===== config.mk =====
export PLATFORM = sky130hd
export DESIGN_NAME = multi_channel_blink_scheduler_flat
export DESIGN_NICKNAME = d
export VERILOG_FILES = /design/src/mcb_pkg.sv /design/src/mcb_ifs.sv /design/src/multi_channel_blink_scheduler.sv /design/src/flat_wrapper.sv
export VERILOG_INCLUDE_DIRS = /design/src /design/src/src
export SDC_FILE = /design/constraint.sdc
export NUM_CORES = 1
export LEC_CHECK = 0
export ABC_AREA = 1
export BUFFER_PORTS_ARGS = -buffer_cell sky130_fd_sc_hd__buf_4
export CORE_MARGIN = 2
export CORE_UTILIZATION = 45
export CTS_BUF_LIST = sky130_fd_sc_hd__clkbuf_4 sky130_fd_sc_hd__clkbuf_8 sky130_fd_sc_hd__clkbuf_16
export DETAILED_ROUTE_END_ITERATION = 6
export PLACE_DENSITY = 0.61
export SYNTH_ARGS = -nofsm -noshare
export SYNTH_HDL_FRONTEND = slang
export SYNTH_SLANG_ARGS = --single-unit

===== constraint.sdc =====
create_clock -name i_clk -period 3.5 [get_ports i_clk]
set_input_delay 0.7 -clock i_clk [delete_from_list [all_inputs] [get_ports i_clk]]
set_output_delay 0.7 -clock i_clk [all_outputs]
set_load 0.01 [all_outputs]

===== src/assert_macros.svh =====
// Assertion helpers shared by the RTL, all clocked on i_clk and idle in reset
`ifndef ASSERT_MACROS_SVH
`define ASSERT_MACROS_SVH

// Property holds at every edge
`define MCB_ASSERT(label, prop, msg) \
    label: assert property (@(posedge i_clk) disable iff (!i_rst_n) prop) else $error(msg);

// Condition implies expression in the same cycle
`define MCB_ASSERT_IMP(label, cond, expr, msg) \
    label: assert property (@(posedge i_clk) disable iff (!i_rst_n) (cond) |-> (expr)) \
        else $error(msg);

// Condition implies expression in the next cycle
`define MCB_ASSERT_NXT(label, cond, expr, msg) \
    label: assert property (@(posedge i_clk) disable iff (!i_rst_n) (cond) |=> (expr)) \
        else $error(msg);

`endif


===== src/mcb_pkg.sv =====
package mcb_pkg;

    // Fixed payload widths
    localparam int PULSE_W      = 16;
    localparam int FIELD_TICK_W = 24;
    localparam int REPORT_W     = 2;

    // Defaults for the top level parameters
    localparam int DEF_CHANNELS  = 2;
    localparam int DEF_TICK_BITS = 24;

    // Operation codes
    localparam logic OP_TICK = 1'b0;
    localparam logic OP_CMD  = 1'b1;

    typedef logic [PULSE_W-1:0]      t_pulse;
    typedef logic [FIELD_TICK_W-1:0] t_field_tick;
    typedef logic [REPORT_W-1:0]     t_report;

endpackage


===== src/mcb_ifs.sv =====
// Command / tick item channel
interface mcb_item_if;
    import mcb_pkg::*;

    logic        valid;
    logic        ready;
    logic        operation;
    logic        channel;
    t_pulse      pulse_count;
    t_field_tick on_ticks;
    t_field_tick off_ticks;

    modport source (output valid, operation, channel, pulse_count, on_ticks, off_ticks,
                    input ready);
    modport sink   (input valid, operation, channel, pulse_count, on_ticks, off_ticks,
                    output ready);
endinterface

// Pin status result channel
interface mcb_result_if;
    import mcb_pkg::*;

    logic    valid;
    logic    ready;
    t_report pin_levels;
    t_report channels_busy;

    modport source (output valid, pin_levels, channels_busy, input ready);
    modport sink   (input valid, pin_levels, channels_busy, output ready);
endinterface


===== src/multi_channel_blink_scheduler.sv =====
// An item transfer fills the input register; once stage 2 is free the item moves
// on and its result is registered and offered in the result register.
// Throughput: one item per cycle unless results stall; input and result registers
// form a two-stage pipeline, and the per-channel timers update in parallel.
// Reset (i_rst_n low, synchronous): all pins low, all timers disarmed, counts and
// intervals zero, both pipeline stages empty.
`include "assert_macros.svh"

module multi_channel_blink_scheduler #(
    parameter int CHANNELS  = mcb_pkg::DEF_CHANNELS,
    parameter int TICK_BITS = mcb_pkg::DEF_TICK_BITS
) (
    input  logic i_clk,
    input  logic i_rst_n,
    mcb_item_if.sink     i_item,
    mcb_result_if.source o_result
);
    import mcb_pkg::*;

    localparam logic [TICK_BITS-1:0] TICK_MAX = {TICK_BITS{1'b1}};

    // Input register
    logic                 r_in_vld;
    logic                 r_op;
    logic                 r_channel;
    t_pulse               r_pulse_count;
    logic [TICK_BITS-1:0] r_on_ticks;
    logic [TICK_BITS-1:0] r_off_ticks;

    // Result register
    logic    r_out_vld;
    t_report r_levels;
    t_report r_busy;

    // Per-channel state
    logic [CHANNELS-1:0]  r_level,   n_level;
    logic [CHANNELS-1:0]  r_armed,   n_armed;
    logic [TICK_BITS-1:0] r_elapsed  [CHANNELS];
    logic [TICK_BITS-1:0] n_elapsed  [CHANNELS];
    logic [TICK_BITS-1:0] r_target   [CHANNELS];
    logic [TICK_BITS-1:0] n_target   [CHANNELS];
    t_pulse               r_pulses   [CHANNELS];
    t_pulse               n_pulses   [CHANNELS];
    logic [TICK_BITS-1:0] r_save_on  [CHANNELS];
    logic [TICK_BITS-1:0] n_save_on  [CHANNELS];
    logic [TICK_BITS-1:0] r_save_off [CHANNELS];
    logic [TICK_BITS-1:0] n_save_off [CHANNELS];

    logic                s2_take;
    logic                fire;
    logic [CHANNELS+1:0] lvl_ext;
    logic [CHANNELS+1:0] busy_ext;

    // Handshake: stage 2 frees when empty or taken, stage 1 when empty or when it moves on
    assign s2_take      = !r_out_vld || o_result.ready;
    assign fire         = r_in_vld && s2_take;
    assign i_item.ready = !r_in_vld || s2_take;

    assign o_result.valid         = r_out_vld;
    assign o_result.pin_levels    = r_levels;
    assign o_result.channels_busy = r_busy;

    // Pipeline control
    always_ff @(posedge i_clk) begin
        if (!i_rst_n) begin
            r_in_vld  <= 1'b0;
            r_out_vld <= 1'b0;
        end else begin
            if (i_item.ready) begin
                r_in_vld <= i_item.valid;
            end
            if (s2_take) begin
                r_out_vld <= r_in_vld;
            end
        end
    end

    // Input payload capture, intervals cut to the timer width
    always_ff @(posedge i_clk) begin
        if (i_item.valid && i_item.ready) begin
            r_op          <= i_item.operation;
            r_channel     <= i_item.channel;
            r_pulse_count <= i_item.pulse_count;
            r_on_ticks    <= TICK_BITS'(i_item.on_ticks);
            r_off_ticks   <= TICK_BITS'(i_item.off_ticks);
        end
    end

    // Channel update for the item in stage 1
    always_comb begin
        logic [TICK_BITS-1:0] v_inc;
        t_pulse               v_dec;

        v_inc      = '0;
        v_dec      = '0;
        n_level    = r_level;
        n_armed    = r_armed;
        n_elapsed  = r_elapsed;
        n_target   = r_target;
        n_pulses   = r_pulses;
        n_save_on  = r_save_on;
        n_save_off = r_save_off;

        for (int c = 0; c < CHANNELS; c++) begin
            if (fire && r_op == OP_TICK && r_armed[c]) begin
                // saturating timer advance
                v_inc = (r_elapsed[c] == TICK_MAX) ? r_elapsed[c]
                                                   : r_elapsed[c] + TICK_BITS'(1);
                n_elapsed[c] = v_inc;
                if (v_inc >= r_target[c]) begin
                    if (r_level[c]) begin
                        // end of an on pulse
                        n_level[c] = 1'b0;
                        v_dec = (r_pulses[c] != '0) ? r_pulses[c] - PULSE_W'(1) : '0;
                        n_pulses[c] = v_dec;
                        if (v_dec != '0) begin
                            n_armed[c]   = 1'b1;
                            n_elapsed[c] = '0;
                            n_target[c]  = r_save_off[c];
                        end else begin
                            n_armed[c] = 1'b0;
                        end
                    end else begin
                        // end of an off gap
                        n_level[c]   = 1'b1;
                        n_armed[c]   = 1'b1;
                        n_elapsed[c] = '0;
                        n_target[c]  = r_save_on[c];
                    end
                end
            end else if (fire && r_op == OP_CMD && int'(r_channel) == c) begin
                if (r_pulse_count == '0) begin
                    // stop
                    n_level[c]  = 1'b0;
                    n_pulses[c] = '0;
                    n_armed[c]  = 1'b0;
                end else begin
                    // start
                    n_level[c]    = 1'b1;
                    n_pulses[c]   = r_pulse_count;
                    n_save_on[c]  = r_on_ticks;
                    n_save_off[c] = r_off_ticks;
                    n_armed[c]    = 1'b1;
                    n_elapsed[c]  = '0;
                    n_target[c]   = r_on_ticks;
                end
            end
        end
    end

    // Channel state registers
    always_ff @(posedge i_clk) begin
        if (!i_rst_n) begin
            r_level <= '0;
            r_armed <= '0;
            for (int c = 0; c < CHANNELS; c++) begin
                r_elapsed[c]  <= '0;
                r_target[c]   <= '0;
                r_pulses[c]   <= '0;
                r_save_on[c]  <= '0;
                r_save_off[c] <= '0;
            end
        end else begin
            r_level    <= n_level;
            r_armed    <= n_armed;
            r_elapsed  <= n_elapsed;
            r_target   <= n_target;
            r_pulses   <= n_pulses;
            r_save_on  <= n_save_on;
            r_save_off <= n_save_off;
        end
    end

    // Only the first two channels are reported
    assign lvl_ext  = {2'b00, n_level};
    assign busy_ext = {2'b00, n_armed};

    // Result payload
    always_ff @(posedge i_clk) begin
        if (fire) begin
            r_levels <= lvl_ext[REPORT_W-1:0];
            r_busy   <= busy_ext[REPORT_W-1:0];
        end
    end

    // Checks
    `MCB_ASSERT_NXT(a_fire_to_result, fire, r_out_vld, "item left stage 1 but no result")
    `MCB_ASSERT_IMP(a_stall_cause, !i_item.ready, r_in_vld && r_out_vld && !o_result.ready, "input stalled without a full pipe")
    `MCB_ASSERT_IMP(a_armed_has_pulses, r_armed[0], r_pulses[0] != '0, "armed channel with no pulses left")
    `MCB_ASSERT_NXT(a_stop_clears, fire && r_op == OP_CMD && r_channel == 1'b0 && r_pulse_count == '0, !r_level[0] && !r_armed[0] && !r_levels[0] && !r_busy[0], "stop command left channel active")

endmodule


===== src/flat_wrapper.sv =====
// flat-port wrapper written by rule: the top's interface ports become plain ports
module multi_channel_blink_scheduler_flat import mcb_pkg::*;
#(
    parameter int CHANNELS  = mcb_pkg::DEF_CHANNELS,
    parameter int TICK_BITS = mcb_pkg::DEF_TICK_BITS
)
  (i_clk, i_rst_n, i_item_valid, i_item_operation, i_item_channel, i_item_pulse_count, i_item_on_ticks, i_item_off_ticks, i_item_ready, o_result_valid, o_result_pin_levels, o_result_channels_busy, o_result_ready);
  mcb_item_if i_item_i ();
  mcb_result_if o_result_i ();
  input  logic i_clk;
  input  logic i_rst_n;
  input wire logic [$bits(i_item_i.valid)-1:0] i_item_valid;
  input wire logic [$bits(i_item_i.operation)-1:0] i_item_operation;
  input wire logic [$bits(i_item_i.channel)-1:0] i_item_channel;
  input wire logic [$bits(i_item_i.pulse_count)-1:0] i_item_pulse_count;
  input wire logic [$bits(i_item_i.on_ticks)-1:0] i_item_on_ticks;
  input wire logic [$bits(i_item_i.off_ticks)-1:0] i_item_off_ticks;
  output wire logic [$bits(i_item_i.ready)-1:0] i_item_ready;
  output wire logic [$bits(o_result_i.valid)-1:0] o_result_valid;
  output wire logic [$bits(o_result_i.pin_levels)-1:0] o_result_pin_levels;
  output wire logic [$bits(o_result_i.channels_busy)-1:0] o_result_channels_busy;
  input wire logic [$bits(o_result_i.ready)-1:0] o_result_ready;
  assign i_item_i.valid = i_item_valid;
  assign i_item_i.operation = i_item_operation;
  assign i_item_i.channel = i_item_channel;
  assign i_item_i.pulse_count = i_item_pulse_count;
  assign i_item_i.on_ticks = i_item_on_ticks;
  assign i_item_i.off_ticks = i_item_off_ticks;
  assign i_item_ready = i_item_i.ready;
  assign o_result_valid = o_result_i.valid;
  assign o_result_pin_levels = o_result_i.pin_levels;
  assign o_result_channels_busy = o_result_i.channels_busy;
  assign o_result_i.ready = o_result_ready;
  multi_channel_blink_scheduler #(.CHANNELS(CHANNELS), .TICK_BITS(TICK_BITS)) u_core (.i_clk(i_clk), .i_rst_n(i_rst_n), .i_item(i_item_i), .o_result(o_result_i));
endmodule

---- Word level (Yosys, flattened, before mapping) ----
Cells that the tools add are included.
word-level totals
  flip-flop bits (word level) ............. 300
  latch bits .............................. 0
  RAM bits ................................ 0
  bits in read-only memories .............. 0
  input bits .............................. 70
  output and inout bits ................... 6
  word-level logic and storage cells ...... 123
  memories ................................ 0
cells by class
  add/sub/neg operators ................... 4
  $mul .................................... 0
  divide/modulo/power cells ............... 0
  magnitude comparators ................... 2
  equality and inequality tests ........... 10
  shifts and indexed selects .............. 0
  mux-type cells .......................... 54
  bitwise gates (word level) .............. 5
  reduce and logical (&&, ||, !) cells .... 27
operators by type and width
  cell                   number
  $mux 24                24
  $mux 16                11
  $reduce_bool 16->1     4
  $add 24x1->24 const B  2
  $eq 24x24->1 const B   2
  $ge 24x24->1           2
  $sub 16x1->16 const B  2
  $mux 1                 19
  $logic_not 16->1       1
  $reduce_and 3->1       4
  $logic_and 1x1->1      8
  $ne 2x1->1 const B     4
  $reduce_and 4->1       2
  $ne 3x3->1 const B     2
  $not 1->1              5
  $ne 2x2->1 const B     2
  $reduce_and 2->1       2
  $reduce_bool 2->1      2
  $logic_not 1->1        2
  $logic_or 1x1->1       2

---- Depth between registers and ports, before layout ----
  depth after elaboration ................. 7
  depth in mapped cells ................... 25
  mapped depth without buffers ............ 24

---- Worst setup path after synthesis ----
No wires, ideal clock.
  path kind ............................... reg-to-reg
  start ................................... reg u_core.r_elapsed[24] (netlist bit)
  end ..................................... reg u_core.r_pulses[22] (netlist bit)
  library setup time ...................... 0.064 ns
  arrival ................................. 3.295 ns
  required time ........................... 3.436 ns
  setup slack ............................. 0.141 ns
  cell stages (with the launch flop) ...... 21
  buffers on the path ..................... 2
  period minus slack after synthesis ...... 3.359 ns
  path through ............................ dfxtp_1 > ha_1 > nand2_1 > nor3_1 > nand4_1 > nor2_2 > nor2_1 > nand2_1 > xor2_1 > ha_1 > nand2_1 > o21ai_0 > nand2_1 > nand3_1 > a21oi_1 > nand4_1 > buf_4 > nand3b_1 > clkbuf_1 > nor2_1 > nor2_1
on the way
  word-level cells in the longest chain between the ends .. 5
  elaborated cells between the ends (all ways) .. 6
  those cells by class .................... add/sub (1); order compare (1); eq/ne (2); mux (1); reduce/logical (1)
ends and longest elaborated chain
  item                                                  RTL line                                                                    text
  start: declaration                                    multi_channel_blink_scheduler.sv:38                                         logic [TICK_BITS-1:0] r_elapsed [CHANNELS];
  start signal: assignment                              multi_channel_blink_scheduler.sv:166                                        r_elapsed <= n_elapsed;
  $add 24x1->24 / $eq 24x24->1 (equally long branches)  multi_channel_blink_scheduler.sv:108, multi_channel_blink_scheduler.sv:107
  $mux 24 *                                             multi_channel_blink_scheduler.sv:107                                        v_inc = (r_elapsed[c] == TICK_MAX) ? r_elapsed[c]
  $ge 24x24->1 *                                        multi_channel_blink_scheduler.sv:110                                        if (v_inc >= r_target[c]) begin
  $ne 2x2->1 (no source line) *                         n/a
  $reduce_and 3->1 (no source line) *                   n/a
  end signal: assignment                                multi_channel_blink_scheduler.sv:168                                        r_pulses <= n_pulses;
  end: declaration                                      multi_channel_blink_scheduler.sv:42                                         t_pulse r_pulses [CHANNELS];
Every way passes the cells marked *; elsewhere a longest branch is shown, timed or not.
A chain may end at the register's enable or synchronous reset.

---- Worst setup path after layout ----
  start ................................... reg u_core.r_elapsed[34] (netlist bit)
  end ..................................... reg u_core.r_pulses[20] (netlist bit)
The elaborated chain is that of the path after synthesis.

==> run metrics <==
status=finished clean; Hold Path Stages=1; antenna fix cells=0; Die H=190.5 µm; most frequent cell after synthesis=nand2_1; Die Width=190.5 µm; Initial Util=45.54%; cells after synthesis=2177; post-synth top area share=29.41%; Setup Viol. Count Final=0; nets=2400; largest net degree at the start of global routing=82; Clock Pin Slew Worst Setup and Hold Paths=60 ps; total power=8382 µW; pwr dens=449.9 nW/µm²; Hold Vio Cnt, Final=0; yosys warns=0; Post-synth top cells=nand2_1 (550), nor2_1 (339), dfxtp_1 (230); share of cells above drive strength 1=16.12%; CTS Hold Buffers Added=0; Vias per Instance=5.149; initial antenna violation count=0; top cells by area, synth=dfxtp_1 (29%), edfxtp_1 (13%), nand2_1 (13%); RD Place Congestion=0.8978; P&R area growth vs syn=19.01%; DP Wirelength=29820 µm; measured slew at the worst slew-check pin=796.3 ps; fin crit period=3446 ps; CTS Buffer Depth=3; Num CTS Buffers=35; WP data arrival=3860 ps; Critical Path RT=3910 ps; RSZ-0062 raised after global routing=true; initial DRC count=1147; WL per Instance=15.86 µm; Synth area leader=dfxtp_1; Top Ports=76; number of synthesized flops with an enable pin=70; antenna-violating nets left=0; core area=34370 µm²; hold crit path type=input port to flop; max cap viols=0; CP Class=flop to flop; I/O Buffers=75; Tcrit/Tclk final=98.45%; Netlist cell types=42; Mapped Area=15660 µm²; most used flip-flop cell after synthesis=dfxtp_1; CTS Sinks=300; cell leakage power=0.008174 µW; reg2reg path depth=22; Layout Skew=14.93 ps; Residual DRC=0; crit start category=flop; H-tree levels=2; critical path fanouts, max=8; CTS tree=built; wirelength, routed=43720 µm; Async S/R FF share, synth=0%; grt ovf=0; vias in the first global route=12860; Root Driver=clkbuf_16; Max Fclk=290.2 MHz; Avg Cell Area, Syn=7.191 µm²; vias=14200; register area share after synthesis=42.84%; Max-slew headroom=46.86%; setup ws final=54.26 ps; Net Count, Synth=2301; clock latency on the worst-skew pair=530 ps; Placement Setup Slack=-171.0 ps; Rows=68; CP endpoint kind=flop; Max Slew Vio Count=0; overall routing resource usage=23.30%; die area=36300 µm²; Synth Register Bits=300; Sum Neg Setup Slack=0 ps; peak supply drop=401.0 µV; Pre-antenna DRT Iters=6; global-route wire length before repair=67900 µm
worst max-delay path: stages (launching register included):
cell and delay, ps:
dfxtp_1 380, inv_1 120, nor3_2 270, nand4_1 180, nor2_4 260, nor2_4 80
nand2_2 90, nor2_1 40, nand2_1 70, nand2_2 80, ha_4 270, nand2_2 40
nor2_2 130, nand4_1 150, nor4_2 270, nand2_1 100, nand4_1 110, buf_6 130
nand3b_1 100, buf_6 160, clkbuf_16 160, nor2_1 90, nor2_1 50
final cells by class:
type                    instances  area [µm²]
clock buffers                  48       998.5
clock inverters                15       147.6
fillers                      3362       15740
inverters                     221       829.5
multi-input cells            1558        7980
flip-flops and latches        300        6720
well taps                     455       569.3
repair buffers                160        1385
cell usage in the layout, fill, tap and decap left out, drive strengths merged:
cell / Yosys / layout
a211oi: 9 / 9
a21boi: 1 / 1
a21o: 1 / 1
a21oi: 152 / 152
a22o: 15 / 15
buf: 34 / 157
bufinv: 0 / 2
clkbuf: 69 / 51
clkinv: 1 / 13
clkinvlp: 0 / 2
dfxtp: 230 / 230
edfxtp: 70 / 70
ha: 54 / 54
inv: 220 / 219
mux2i: 1 / 1
nand2: 577 / 579
nand3: 87 / 90
nand3b: 2 / 2
nand4: 48 / 48
nor2: 351 / 351
nor3: 18 / 18
nor4: 12 / 12
o211ai: 12 / 12
o21a: 3 / 3
o21ai: 164 / 164
o21bai: 2 / 2
o31ai: 2 / 2
or2: 1 / 1
xnor2: 10 / 10
xor2: 31 / 31
what timing repair did:
| action | CTS | global route |
|---|---|---|
| gates cloned | 0 | 9 |
| resized for setup | 1 | 94 |
| pin swaps | 1 | 27 |
| buffers inserted | 1 | 14 |
| endpoints found under the hold margin | 0 | 0 |
| endpoints found under the setup margin | 67 | 133 |
report_power, final:
part	total, µW	switching [µW]	internal (µW)
combinational	986	640	346
sequential	3770	87.5	3680
clock	3630	1470	2160
per-layer routing:
metal,up-vias,global-route usage [%],wire (µm)
li1,7260,-,-
met1,6505,34.29,21000
met2,358,35.54,19490
met3,71,2.981,2145
met4,2,6.917,1054
met5,-,0.6868,29
kinds of logic (layout without fill, tap and decap cells):
group / after synthesis / after routing / synth area share (%)
xor+xnor: 41 / 41 / 2.294
mux: 1 / 1 / 0.06394
compound gates: 361 / 361 / 12.88
fa+ha+maj: 54 / 54 / 4.316
flops: 300 / 300 / 42.84
buf+inv: 324 / 444 / 8.544
simple gates: 1096 / 1101 / 29.06
final timing paths:
check | endpoint | slack, ps | from
worst max-delay path | u_core.r_pulses[20] | 50 | u_core.r_elapsed[34]
worst min-delay path | u_core.r_on_ticks[22] | 350 | i_item_on_ticks[22]
worst max register to register | u_core.r_pulses[20] | 50 | u_core.r_elapsed[34]
worst min register to register | u_core.r_save_off[8] | 450 | u_core.r_save_off[8]
flip-flops by register name (all words and copies together), names as in the netlist:
name / flops
u_core.r_in_vld: 1
u_core.o_result.channels_busy: 2
u_core.r_pulses: 32
u_core.r_op: 1
u_core.r_armed: 2
u_core.r_on_ticks: 24
u_core.r_level: 2
u_core.o_result.pin_levels: 2
u_core.r_pulse_count: 16
u_core.r_save_off: 48
u_core.r_off_ticks: 24
u_core.r_channel: 1
u_core.o_result.valid: 1
u_core.r_target: 48
u_core.r_save_on: 48
u_core.r_elapsed: 48
through the flow:
step | area (µm²) | utilization (%) | cells | hold slack [ps]
after floorplan | 15660 | - | 2177 | 429.2
after global placement | 16890 | 49.14 | 2670 | 440.9
after detailed placement | 16890 | 49.14 | 2670 | 446.3
after CTS | 18050 | 52.52 | 2734 | 325.1
after global routing | 18630 | 54.20 | 2757 | 326.4
final | 18630 | 54.20 | 2757 | 346.3
Note: power is estimated with default switching activity, not from simulation.
